--- src/design/lbbt_pkg.sv ---
// ----------------------------------------------------------------------------
// lbbt_pkg
// Shared types, sizes and helpers for the label bounding-box tracker.
// ----------------------------------------------------------------------------
`default_nettype none

package lbbt_pkg;

    // Sizing
    localparam int NUM_BINS  = 10;
    localparam int MAX_DIM   = 1024;
    localparam int LABEL_W   = 16;
    localparam int CFG_W     = 11;
    localparam int CFG_IDX_W = 1;
    localparam int BIN_W     = $clog2(NUM_BINS);
    localparam int POS_W     = $clog2(MAX_DIM);
    localparam int DIM_W     = POS_W + 1;

    // Register indexes
    localparam logic [CFG_IDX_W-1:0] REG_FRAME_WIDTH  = 1'b0;
    localparam logic [CFG_IDX_W-1:0] REG_FRAME_HEIGHT = 1'b1;

    // Register reset values
    localparam logic [CFG_W-1:0] FRAME_WIDTH_RST  = CFG_W'(640);
    localparam logic [CFG_W-1:0] FRAME_HEIGHT_RST = CFG_W'(480);

    // Reciprocal for label mod NUM_BINS: q = (label * REC_M) >> REC_SH
    localparam int REC_SH   = LABEL_W + BIN_W;
    localparam int REC_M    = ((1 << REC_SH) + NUM_BINS - 1) / NUM_BINS;
    localparam int REC_M_W  = LABEL_W + 2;
    localparam int PROD_W   = REC_SH + LABEL_W;

    localparam logic [BIN_W-1:0] LAST_BIN = BIN_W'(NUM_BINS - 1);

    // One bin's box
    typedef struct packed {
        logic [POS_W-1:0] max_col;
        logic [DIM_W-1:0] min_col;
        logic [POS_W-1:0] max_row;
        logic [DIM_W-1:0] min_row;
    } bbox_t;

    // Controller to datapath
    typedef struct packed {
        logic             accept;
        logic             load_rec;
        logic [BIN_W-1:0] rec_bin;
    } lbbt_cmd_t;

    // Datapath to controller
    typedef struct packed {
        logic frame_end;
        logic pipe_busy;
        logic out_free;
    } lbbt_stat_t;

    // Frame size as used: zero reads as one, above MAX_DIM reads as MAX_DIM
    function automatic logic [DIM_W-1:0] clamp_dim(input logic [CFG_W-1:0] v);
        logic [DIM_W-1:0] res;
        if (v == '0) begin
            res = DIM_W'(1);
        end else if (int'(v) > MAX_DIM) begin
            res = DIM_W'(MAX_DIM);
        end else begin
            res = DIM_W'(v);
        end
        return res;
    endfunction

endpackage

`default_nettype wire

--- src/design/lbbt_ctrl.sv ---
// ----------------------------------------------------------------------------
// lbbt_ctrl
// Sequencer: pixel intake, pipeline flush at frame end, record drain.
// ----------------------------------------------------------------------------
`default_nettype none

module lbbt_ctrl
    import lbbt_pkg::*;
(
    input  wire logic       aclk,
    input  wire logic       aresetn,
    input  wire logic       s_valid,
    output logic            s_ready,
    input  wire lbbt_stat_t stat,
    output lbbt_cmd_t       cmd
);

    localparam logic [1:0] ST_RUN   = 2'd0;
    localparam logic [1:0] ST_FLUSH = 2'd1;
    localparam logic [1:0] ST_DRAIN = 2'd2;

    logic [1:0]       state_reg, state_next;
    logic [BIN_W-1:0] idx_reg, idx_next;

    // Handshake and commands
    assign s_ready      = (state_reg == ST_RUN);
    assign cmd.accept   = s_valid && s_ready;
    assign cmd.load_rec = (state_reg == ST_DRAIN) && stat.out_free;
    assign cmd.rec_bin  = idx_reg;

    // Next state
    always_comb begin
        state_next = state_reg;
        idx_next   = idx_reg;
        case (state_reg)
            ST_RUN: begin
                if (cmd.accept && stat.frame_end) begin
                    state_next = ST_FLUSH;
                end
            end
            ST_FLUSH: begin
                if (!stat.pipe_busy) begin
                    state_next = ST_DRAIN;
                    idx_next   = '0;
                end
            end
            ST_DRAIN: begin
                if (cmd.load_rec) begin
                    if (idx_reg == LAST_BIN) begin
                        state_next = ST_RUN;
                        idx_next   = '0;
                    end else begin
                        idx_next = idx_reg + BIN_W'(1);
                    end
                end
            end
            default: begin
                state_next = ST_RUN;
                idx_next   = '0;
            end
        endcase
    end

    always_ff @(posedge aclk) begin
        if (!aresetn) begin
            state_reg <= ST_RUN;
            idx_reg   <= '0;
        end else begin
            state_reg <= state_next;
            idx_reg   <= idx_next;
        end
    end

    // Last pixel of a frame stops intake until the records are out
    a_end_flush: assert property (@(posedge aclk) disable iff (!aresetn)
        (cmd.accept && stat.frame_end) |=> (state_reg == ST_FLUSH))
        else $error("frame end did not start flush");

    // Drain ends after exactly one record per bin
    a_drain_done: assert property (@(posedge aclk) disable iff (!aresetn)
        (cmd.load_rec && idx_reg == LAST_BIN) |=> (state_reg == ST_RUN && idx_reg == '0))
        else $error("drain did not end on last bin");

    // No intake outside the run state
    a_no_accept_drain: assert property (@(posedge aclk) disable iff (!aresetn)
        (state_reg != ST_RUN) |-> !cmd.accept)
        else $error("pixel taken during flush or drain");

endmodule

`default_nettype wire

--- src/design/lbbt_dp.sv ---
// ----------------------------------------------------------------------------
// lbbt_dp
// Datapath: raster counters, label binning pipe, box store, record register.
// ----------------------------------------------------------------------------
`default_nettype none

module lbbt_dp
    import lbbt_pkg::*;
(
    input  wire logic                 aclk,
    input  wire logic                 aresetn,
    input  wire lbbt_cmd_t            cmd,
    output lbbt_stat_t                stat,
    input  wire logic [LABEL_W-1:0]   s_label,
    input  wire logic                 cfg_valid,
    input  wire logic [CFG_IDX_W-1:0] cfg_index,
    input  wire logic [CFG_W-1:0]     cfg_data,
    output logic                      m_valid,
    input  wire logic                 m_ready,
    output logic [BIN_W-1:0]          m_bin,
    output logic                      m_valid_res,
    output logic [POS_W-1:0]          m_left_x,
    output logic [POS_W-1:0]          m_top_y,
    output logic [DIM_W-1:0]          m_box_width,
    output logic [DIM_W-1:0]          m_box_height,
    output logic                      m_last
);

    // Configuration registers
    logic [CFG_W-1:0] fw_reg, fh_reg;
    logic [DIM_W-1:0] w, h;

    always_ff @(posedge aclk) begin
        if (!aresetn) begin
            fw_reg <= FRAME_WIDTH_RST;
            fh_reg <= FRAME_HEIGHT_RST;
        end else if (cfg_valid) begin
            if (cfg_index == REG_FRAME_WIDTH) begin
                fw_reg <= cfg_data;
            end
            if (cfg_index == REG_FRAME_HEIGHT) begin
                fh_reg <= cfg_data;
            end
        end
    end

    assign w = clamp_dim(fw_reg);
    assign h = clamp_dim(fh_reg);

    // Raster position of the incoming pixel, with wrap for a shrunk frame
    logic [POS_W-1:0] col_reg, row_reg;
    logic [POS_W-1:0] col_a, row_a, col_next, row_next;
    logic [DIM_W-1:0] row_a1, col_inc, row_inc;
    logic             wrap_a, start_a, col_wrap, row_wrap;

    always_comb begin
        wrap_a   = ({1'b0, col_reg} >= w);
        row_a1   = wrap_a ? ({1'b0, row_reg} + DIM_W'(1)) : {1'b0, row_reg};
        row_a    = (row_a1 >= h) ? '0 : row_a1[POS_W-1:0];
        col_a    = wrap_a ? '0 : col_reg;
        start_a  = (col_a == '0) && (row_a == '0);
        col_inc  = {1'b0, col_a} + DIM_W'(1);
        row_inc  = {1'b0, row_a} + DIM_W'(1);
        col_wrap = (col_inc >= w);
        row_wrap = col_wrap && (row_inc >= h);
        col_next = col_wrap ? '0 : col_inc[POS_W-1:0];
        if (col_wrap) begin
            row_next = row_wrap ? '0 : row_inc[POS_W-1:0];
        end else begin
            row_next = row_a;
        end
    end

    always_ff @(posedge aclk) begin
        if (!aresetn) begin
            col_reg <= '0;
            row_reg <= '0;
        end else if (cmd.accept) begin
            col_reg <= col_next;
            row_reg <= row_next;
        end
    end

    assign stat.frame_end = row_wrap;

    // Stage 1: pixel captured
    logic               v1_reg, v2_reg, v3_reg;
    logic [LABEL_W-1:0] s1_label_reg, s2_label_reg;
    logic [POS_W-1:0]   s1_col_reg, s2_col_reg, s3_col_reg;
    logic [POS_W-1:0]   s1_row_reg, s2_row_reg, s3_row_reg;
    logic               s1_start_reg, s2_start_reg, s3_start_reg;
    logic [LABEL_W-1:0] s2_q_reg;
    logic               s3_nz_reg;
    logic [BIN_W-1:0]   s3_bin_reg;
    logic [PROD_W-1:0]  prod;
    logic [LABEL_W-1:0] qn, rem;

    // Quotient by reciprocal multiply, remainder by back-multiply
    assign prod = PROD_W'(s1_label_reg) * PROD_W'(REC_M);
    assign qn   = s2_q_reg * LABEL_W'(NUM_BINS);
    assign rem  = s2_label_reg - qn;

    always_ff @(posedge aclk) begin
        if (!aresetn) begin
            v1_reg <= 1'b0;
            v2_reg <= 1'b0;
            v3_reg <= 1'b0;
        end else begin
            v1_reg <= cmd.accept;
            v2_reg <= v1_reg;
            v3_reg <= v2_reg;
        end
    end

    always_ff @(posedge aclk) begin
        s1_label_reg <= s_label;
        s1_col_reg   <= col_a;
        s1_row_reg   <= row_a;
        s1_start_reg <= start_a;

        s2_label_reg <= s1_label_reg;
        s2_q_reg     <= prod[REC_SH +: LABEL_W];
        s2_col_reg   <= s1_col_reg;
        s2_row_reg   <= s1_row_reg;
        s2_start_reg <= s1_start_reg;

        s3_bin_reg   <= rem[BIN_W-1:0];
        s3_nz_reg    <= (s2_label_reg != '0);
        s3_col_reg   <= s2_col_reg;
        s3_row_reg   <= s2_row_reg;
        s3_start_reg <= s2_start_reg;
    end

    assign stat.pipe_busy = v1_reg || v2_reg || v3_reg;

    // Box store: one read port shared by the update and the drain
    bbox_t            box_reg [NUM_BINS];
    bbox_t            box_next [NUM_BINS];
    bbox_t            cleared, rd_raw, cur, upd;
    logic [BIN_W-1:0] rd_addr;
    logic             clr;

    always_comb begin
        cleared.max_col = '0;
        cleared.min_col = w;
        cleared.max_row = '0;
        cleared.min_row = h;
        rd_addr = cmd.load_rec ? cmd.rec_bin : s3_bin_reg;
        rd_raw  = box_reg[rd_addr];
        clr     = v3_reg && s3_start_reg;
        cur     = clr ? cleared : rd_raw;
        upd     = cur;
        if (s3_col_reg > cur.max_col) begin
            upd.max_col = s3_col_reg;
        end
        if ({1'b0, s3_col_reg} < cur.min_col) begin
            upd.min_col = {1'b0, s3_col_reg};
        end
        if (s3_row_reg > cur.max_row) begin
            upd.max_row = s3_row_reg;
        end
        if ({1'b0, s3_row_reg} < cur.min_row) begin
            upd.min_row = {1'b0, s3_row_reg};
        end
    end

    always_comb begin
        for (int i = 0; i < NUM_BINS; i++) begin
            box_next[i] = box_reg[i];
            if (clr) begin
                box_next[i] = cleared;
            end
            if (v3_reg && s3_nz_reg && (s3_bin_reg == BIN_W'(i))) begin
                box_next[i] = upd;
            end
        end
    end

    always_ff @(posedge aclk) begin
        for (int i = 0; i < NUM_BINS; i++) begin
            box_reg[i] <= box_next[i];
        end
    end

    // Record register
    logic m_valid_reg;
    logic rec_ok;

    assign rec_ok = ({1'b0, rd_raw.max_col} > rd_raw.min_col)
                 && ({1'b0, rd_raw.max_row} > rd_raw.min_row);

    assign stat.out_free = !m_valid_reg || m_ready;

    always_ff @(posedge aclk) begin
        if (!aresetn) begin
            m_valid_reg <= 1'b0;
        end else if (cmd.load_rec) begin
            m_valid_reg <= 1'b1;
        end else if (m_ready) begin
            m_valid_reg <= 1'b0;
        end
    end

    always_ff @(posedge aclk) begin
        if (cmd.load_rec) begin
            m_bin       <= cmd.rec_bin;
            m_valid_res <= rec_ok;
            m_last      <= (cmd.rec_bin == LAST_BIN);
            if (rec_ok) begin
                m_left_x     <= rd_raw.min_col[POS_W-1:0];
                m_top_y      <= rd_raw.min_row[POS_W-1:0];
                m_box_width  <= {1'b0, rd_raw.max_col} - rd_raw.min_col;
                m_box_height <= {1'b0, rd_raw.max_row} - rd_raw.min_row;
            end else begin
                m_left_x     <= '0;
                m_top_y      <= '0;
                m_box_width  <= '0;
                m_box_height <= '0;
            end
        end
    end

    assign m_valid = m_valid_reg;

    // Drain reads only a settled store
    a_drain_idle_pipe: assert property (@(posedge aclk) disable iff (!aresetn)
        cmd.load_rec |-> !stat.pipe_busy)
        else $error("record read while pixel update in flight");

    // A record never overwrites one not yet taken
    a_no_overwrite: assert property (@(posedge aclk) disable iff (!aresetn)
        cmd.load_rec |-> (!m_valid_reg || m_ready))
        else $error("record register overwritten");

    // Drain never overlaps intake
    a_drain_no_accept: assert property (@(posedge aclk) disable iff (!aresetn)
        cmd.load_rec |-> !cmd.accept)
        else $error("drain and intake overlap");

endmodule

`default_nettype wire

--- src/design/label_bounding_box_tracker.sv ---
// ----------------------------------------------------------------------------
// label_bounding_box_tracker
// Per-bin bounding boxes of a labeled raster, one record per bin per frame.
// ----------------------------------------------------------------------------
//  Channel | Direction | Handshake           | Payload
//  s_      | in        | s_valid / s_ready   | label
//  m_      | out       | m_valid / m_ready   | bin, valid_res, left_x, top_y,
//          |           |                     | box_width, box_height, last
//  cfg_    | in        | cfg_valid/cfg_ready | cfg_index, cfg_data
//
//  One pixel per cycle while intake is open; each pixel runs a four-stage pipe
//  (capture, reciprocal multiply, remainder, box update) set by the label-to-bin
//  multiply. The last pixel of a frame closes intake: the pipe is flushed, then
//  the drain loads NUM_BINS records at one per cycle unless m_ready stalls.
//  Reset is synchronous; no clearing pass, the box store is loaded at the
//  first pixel of every frame. cfg_ready is always high.
// ----------------------------------------------------------------------------
`default_nettype none

module label_bounding_box_tracker
    import lbbt_pkg::*;
(
    input  wire logic                 aclk,
    input  wire logic                 aresetn,
    input  wire logic                 s_valid,
    output logic                      s_ready,
    input  wire logic [LABEL_W-1:0]   s_label,
    output logic                      m_valid,
    input  wire logic                 m_ready,
    output logic [BIN_W-1:0]          m_bin,
    output logic                      m_valid_res,
    output logic [POS_W-1:0]          m_left_x,
    output logic [POS_W-1:0]          m_top_y,
    output logic [DIM_W-1:0]          m_box_width,
    output logic [DIM_W-1:0]          m_box_height,
    output logic                      m_last,
    input  wire logic                 cfg_valid,
    output logic                      cfg_ready,
    input  wire logic [CFG_IDX_W-1:0] cfg_index,
    input  wire logic [CFG_W-1:0]     cfg_data
);

    lbbt_cmd_t  cmd;
    lbbt_stat_t stat;

    assign cfg_ready = 1'b1;

    lbbt_ctrl u_ctrl (
        .aclk    (aclk),
        .aresetn (aresetn),
        .s_valid (s_valid),
        .s_ready (s_ready),
        .stat    (stat),
        .cmd     (cmd)
    );

    lbbt_dp u_dp (
        .aclk         (aclk),
        .aresetn      (aresetn),
        .cmd          (cmd),
        .stat         (stat),
        .s_label      (s_label),
        .cfg_valid    (cfg_valid),
        .cfg_index    (cfg_index),
        .cfg_data     (cfg_data),
        .m_valid      (m_valid),
        .m_ready      (m_ready),
        .m_bin        (m_bin),
        .m_valid_res  (m_valid_res),
        .m_left_x     (m_left_x),
        .m_top_y      (m_top_y),
        .m_box_width  (m_box_width),
        .m_box_height (m_box_height),
        .m_last       (m_last)
    );

endmodule

`default_nettype wire
--- config.mk ---
export PLATFORM = sky130hd
export DESIGN_NAME = label_bounding_box_tracker
export DESIGN_NICKNAME = d
export VERILOG_FILES = /design/src/design/lbbt_pkg.sv /design/src/design/lbbt_ctrl.sv /design/src/design/lbbt_dp.sv /design/src/design/label_bounding_box_tracker.sv
export SDC_FILE = /design/constraint.sdc
export NUM_CORES = 1
export LEC_CHECK = 0
export BUFFER_PORTS_ARGS = -buffer_cell sky130_fd_sc_hd__buf_2
export CAP_MARGIN = 20
export CORE_MARGIN = 3
export CORE_UTILIZATION = 63
export CTS_BUF_LIST = sky130_fd_sc_hd__clkbuf_16
export DETAILED_ROUTE_END_ITERATION = 16
export PLACE_DENSITY_LB_ADDON = 0.05
export SYNTH_ARGS = -nofsm -noshare
export SYNTH_HDL_FRONTEND = slang
export SYNTH_HIERARCHICAL = 1
export SYNTH_SLANG_ARGS = --single-unit
--- constraint.sdc ---
create_clock -name aclk -period 11.3 [get_ports aclk]
set_clock_uncertainty 0.05 [all_clocks]
set_input_delay 3.39 -clock aclk [delete_from_list [all_inputs] [get_ports aclk]]
set_output_delay 3.39 -clock aclk [all_outputs]
set_load 0.005 [all_outputs]
# After elaboration in Yosys (flattened, before gate mapping)
# Memory sizes are Yosys's and may differ from the RTL's.
# Index checks and enable logic that the tools add are counted.
[totals]
inputBits = 33
wordCells = 162
rom_bits = 0
memories = 1
ramBits = 420
latchBits = 0
register_bits = 213
out_inout_bits = 51
[op_classes]
div_mod_pow = 0
n_addsub = 7
reduce_logical = 34
order_cmp = 12
mux = 47
bitwise_logic = 2
eq_ne = 26
mul = 2
shifts = 0
[memory_table]
columns = ["name", "depth", "word_bits", "read_ports", "rd_ports_with_merged_regs", "wr", "line_no", "source"]
rows = [
  ["u_dp.box_reg", 10, 42, 1, 0, 10, "lbbt_dp.sv:137", "bbox_t box_reg [NUM_BINS];"],
]
[op_table]
columns = ["op", "n"]
rows = [
  ["$mux W42", 21],
  ["$mux W11", 7],
  ["$mux W10", 7],
  ["$add A10 B1 Y11 const B", 3],
  ["$ge A11 B11 Y1", 3],
  ["$mul A16 B16 Y32 const B", 1],
  ["$ne A2 B2 Y1 const B", 13],
  ["$gt A10 B11 Y1", 2],
  ["$gt A11 B11 Y1 const B", 2],
  ["$logic_not A11 Y1", 2],
  ["$lt A10 B11 Y1", 2],
  ["$sub A10 B11 Y11", 2],
  ["$gt A10 B10 Y1", 2],
  ["$logic_not A10 Y1", 2],
  ["$logic_and A1 B1 Y1", 18],
  ["$eq A4 B3 Y1 const B", 4],
  ["$mux W4", 4],
  ["$reduce_bool A16 Y1", 1],
  ["$mul A13 B3 Y3 const B", 1],
  ["$eq A4 B4 Y1 const B", 3],
  ["$pmux W4 S3", 1],
  ["$ge A10 B11 Y1", 1],
  ["$eq A4 B2 Y1 const B", 2],
  ["$mux W2", 4],
  ["other kinds (17)", 22],
]

# Logic depth before layout (Yosys ltp)
[depth]
word_depth = 13
mapped_depth = 36

# Modules after synthesis
# Netlist, hierarchy kept.
[modules_own_cells]
columns = ["module", "instances", "area_each_um2", "seq_area_each_um2", "cells_per_inst"]
rows = [
  ["lbbt_dp", 1, 32841.5, 17036.3, 3000],
  ["lbbt_ctrl", 1, 345.3, 120.1, 40],
  ["label_bounding_box_tracker", 1, 11.3, 0.0, 2],
]

# Worst setup path before layout
# No wires, ideal clock.
[synth_path]
path_type = "input -> register"
startpoint = "in m_ready"
endpoint = "mem u_dp/box_reg[0][32] in the netlist's numbering (data pin)"
stages = 20
slack_ps = 2183
arrival_ps = 8791
n_path_buf = 4
path_cell_list = "nand2b_1 and2_1 buf_6 mux2i_2 buf_6 buf_6 mux4_2 a211oi_1 a31oi_1 nand2_1 ha_1 nor2b_1 o21a_1 o21a_1 o21a_1 o21a_1 o31ai_1 buf_1 mux2i_1 nor2_1"
[synth_lines]
columns = ["item", "line_no", "source"]
rows = [
  ["start: declaration", "label_bounding_box_tracker.sv:29", "input wire logic m_ready,"],
  ["end: declaration", "lbbt_dp.sv:137", ""],
]

# Worst setup path in the final report
[layout_path]
startpoint = "reg u_dp.fw_reg[10]"
endpoint = "reg u_dp.row_reg[7]"
[layout_between]
elab_chain_len = 12
[layout_lines]
columns = ["item", "line_no", "source"]
rows = [
  ["start: declaration", "lbbt_dp.sv:30", "logic [CFG_W-1:0] fw_reg, fh_reg;"],
  ["start signal: assignment", "lbbt_dp.sv:39", "fw_reg <= cfg_data;"],
  ["$gt A11 B11 Y1", "lbbt_pkg.sv:62", "end else if (int'(v) > MAX_DIM) begin"],
  ["$mux W11", "lbbt_pkg.sv:62", ""],
  ["$mux W11 (*)", "lbbt_pkg.sv:60", "if (v == '0) begin"],
  ["$ge A10 B11 Y1 (*)", "lbbt_dp.sv:57", "wrap_a = ({1'b0, col_reg} >= w);"],
  ["$mux W11 (*)", "lbbt_dp.sv:58", "row_a1 = wrap_a ? ({1'b0, row_reg} + DIM_W'(1)) : {1'b0, row_reg};"],
  ["$ge A11 B11 Y1", "lbbt_dp.sv:59", "row_a = (row_a1 >= h) ? '0 : row_a1[POS_W-1:0];"],
  ["$mux W10 (*)", "lbbt_dp.sv:59", ""],
  ["via u_dp.row_a[1]", "lbbt_dp.sv:52", "logic [POS_W-1:0] col_a, row_a, col_next, row_next;"],
  ["$add A10 B1 Y11 (*)", "lbbt_dp.sv:63", "row_inc = {1'b0, row_a} + DIM_W'(1);"],
  ["$ge A11 B11 Y1", "lbbt_dp.sv:65", "row_wrap = col_wrap && (row_inc >= h);"],
  ["$logic_and A1 B1 Y1", "lbbt_dp.sv:65", ""],
  ["$mux W10 (*)", "lbbt_dp.sv:68", "row_next = row_wrap ? '0 : row_inc[POS_W-1:0];"],
  ["$mux W10 (*)", "lbbt_dp.sv:67", "if (col_wrap) begin"],
  ["end signal: assignment", "lbbt_dp.sv:80", "row_reg <= row_next;"],
  ["end: declaration", "lbbt_dp.sv:51", "logic [POS_W-1:0] col_reg, row_reg;"],
]
# Mark *: on every way through the listed nets, which the timed path passes. The rest lies on a longest branch.
# A chain may end at the register's enable or synchronous reset.

==> run metrics <==
Synth Area in Simple Gates a little over an eighth; TritonRoute pass-1 iters 6; post-route insts no fill around 3,800; xor/xnor share of the synthesized area under 10%; clock buffer count from CTS 68; Tmin final about 9.3 ns; Hold Crit Class register to register; fill count 3,772; Post-synth ARST share 0%; post-synthesis mux area share around 7.2%; VDD IR-drop max 277.6 uV; antenna violations before repair 0; Post CTS Setup Buffer Count 0; syn_nets approximately 3,300; Synth Cell Area 33,200 um2; CP Max Fanout 17; Antenna diodes 0; unrepaired setup endpoints after global routing no; die extent in y about 240 um; gr usage total ~33%; final antenna-violating net count 0; Power Dens Cells ~220 nW/um2; DR DRC count 0; number of DRC markers in iteration 0 roughly 2,800; hold-fix buffer count after cts 0; Synth Area in Compound Gates 10.30%; Post-synth top flop edfxtp_1; Placed Cells between 3,000 and 4,000; metal3 WL around 9400 um; max layer used met4; max cap viols 0; synth warn 6; setup slack after layout between 1.5 and 2 ns; RD Place Congestion between 0.9 and 1; post-synthesis register bit count roughly 620; H-tree levels 3; Synth area leaders edfxtp_1 (42%), dfxtp_1 (9.3%), ha_1 (7.3%); max-slew violations 0; Yosys top cell by area edfxtp_1; top-area cell type share of the netlist area approximately 42%; Resized cells post-CTS 0; die width about 240 um; Post-synth EDFFs about 470; Starting Density approximately 64%; Vias/cell 6.371; nets@finish 3,354; CTS root buffer clkbuf_16; area grow syn2layout 9.464%; clk_lat worst skew 0.61 ns; final hold vios 0; Worst slew margin between 20% and 30%; most common cell after layout, fill and taps aside edfxtp_1; crit path DAT a little under 10 ns; final setup vio count 0; Static Leak between 10 and 15 nW; Register Area roughly 17,000 um2; # IOs 84; placed wire-length estimate 58,590 um; final WL between 90,000 and 100,000 um; commonest cells after routing, fill and taps aside edfxtp_1 (468), nand2_1 (410), nor2_1 (266), o21ai_0 (233), inv_1 (231); dpl ws between 1.5 and 2 ns; CTS tree built; Cell variety after synth 81; fin crit share a little over 80%; vias in the first global route 23,610; TNS Setup 0 ns; first-pass GRT wire length ~140,000 um; CP endpoint kind register; WL per Instance 24.21 um; largest net degree at the start of global routing 104; fraction of the mapped netlist area in adder cells 11.31%; via count 24,170; Syn Area/Cell between 10 and 15 um2; clock sinks ~620; Site Rows 83; Cells after Synth 3,042; required time at the endpoint of the critical path between 10 and 15 ns; outcome complete, no violations; routed length on met2 42,810 um; crit start category register; metal1 wirelength roughly 37,000 um; max reg flops between 400 and 500; layout cells sized above 1 between 10% and 20%; Crit Path Category register to register; buffer depth of the longest clock path 3; core area approximately 52,000 um2; Worst Max-Slew Pin Slew between 1 and 1.5 ns; maximum clock rate around 0.11 GHz; die area 55,490 um2; main combinational cell family by area after synthesis simple AND/OR/NAND/NOR gates; area of the multi-input gates approximately 15,000 um2; register area share after synthesis between 50 and 60%; clk slew on worst S/H paths 0.06 ns; Congestion Overflow GR 0; IO Port Bufs approximately 80
[worst max-delay path: stages (launching register included)]
cell,delay [ns]
dfxtp_1,0.52
nor2b_1,0.94
inv_1,0.36
ha_1,0.39
a21oi_1,0.14
o21ai_0,0.23
a2bb2oi_2,0.67
nand2_1,0.45
xnor2_1,0.53
ha_1,0.31
nand2b_1,0.14
a211oi_1,0.23
nor4_1,0.10
o32a_1,0.49
a21oi_1,0.32
ha_1,0.32
and4_1,0.46
nand4_1,0.19
xnor2_1,0.23
ha_1,0.27
a21o_1,0.18
a21o_1,0.18
a21oi_1,0.20
o2111a_1,0.24
nor2_1,0.14
nor3_1,0.56
and4_1,0.28
or3_1,0.11
[final timing paths]
| kind | from | to | slack (ns) | cells past startpoint |
|---|---|---|---|---|
| min reg2reg | u_dp/s2_col_reg[9] | u_dp/s3_col_reg[9] | 0.26 | 0 |
| min | u_dp/s2_col_reg[9] | u_dp/s3_col_reg[9] | 0.26 | 0 |
| max reg2reg | u_dp/fw_reg[10] | u_dp/row_reg[7] | 1.98 | 27 |
| max | u_dp/fw_reg[10] | u_dp/row_reg[7] | 1.98 | 27 |
[cell type report]
cell class,count,area share [%]
clock buffer,72,4.958
clock inverter,51,0.8952
inverter,217,2.241
multi-input combinational,2028,40.18
sequential,623,47.21
tap,680,2.341
timing repair buffer,123,2.169
[kinds of logic after synthesis]
logic type               count (synthesis)
AO/OA/AOI/OAI                          568
XOR/XNOR                                45
adder cells (fa/ha/maj)                260
buffers and inverters                  391
flip-flops                             623
multiplexers                           157
other                                    1
AND/OR/NAND/NOR                        997
[power breakdown]
| part | total (W) | switching (W) | internal (W) |
|---|---|---|---|
| combinational | 0.00308 | 0.00192 | 0.00116 |
| clock | 0.00211 | 0.000909 | 0.00120 |
| sequential | 0.00264 | 0.0000665 | 0.00258 |
| total | 0.00784 | 0.00290 | 0.00494 |
[cells in the mapped netlist, types with 18 or more instances]
cell type  instances
a211oi_1          43
a21o_1            21
a21oi_1          106
a31oi_1           48
and2_1            45
and3_1            24
clkbuf_1         128
dfxtp_1          155
edfxtp_1         468
fa_1              67
ha_1             193
inv_1            216
mux2_2            48
mux2i_1           47
mux4_2            60
nand2_1          429
nand3_1           42
nand4_1           25
nor2_1           266
nor2b_1           75
nor3_1            28
o21a_1            18
o21ai_0          233
xnor2_1           28
[metrics by stage]
stage / total power (W) / util (%) / cell area (um2) / hold slack, ns
final: 0.007838 / 70.27 / 36340 / 0.2582
after global routing: 0.008256 / 70.27 / 36340 / 0.2629
after CTS: 0.007815 / 70.21 / 36310 / 0.2642
after detailed placement: 0.005692 / 66.10 / 34190 / 0.2621
after global placement: 0.005599 / 66.05 / 34160 / 0.2608
after floorplan: 0.004799 / - / 33200 / 0.2596
[metal layers]
layer  vias to the layer above  track usage (%)
li1                      10840                -
met1                     11750            46.72
met2                      1380            52.50
met3                       205            5.108
met4                         0            11.71
met5                         -                0
(Power assumes the default switching activity.)
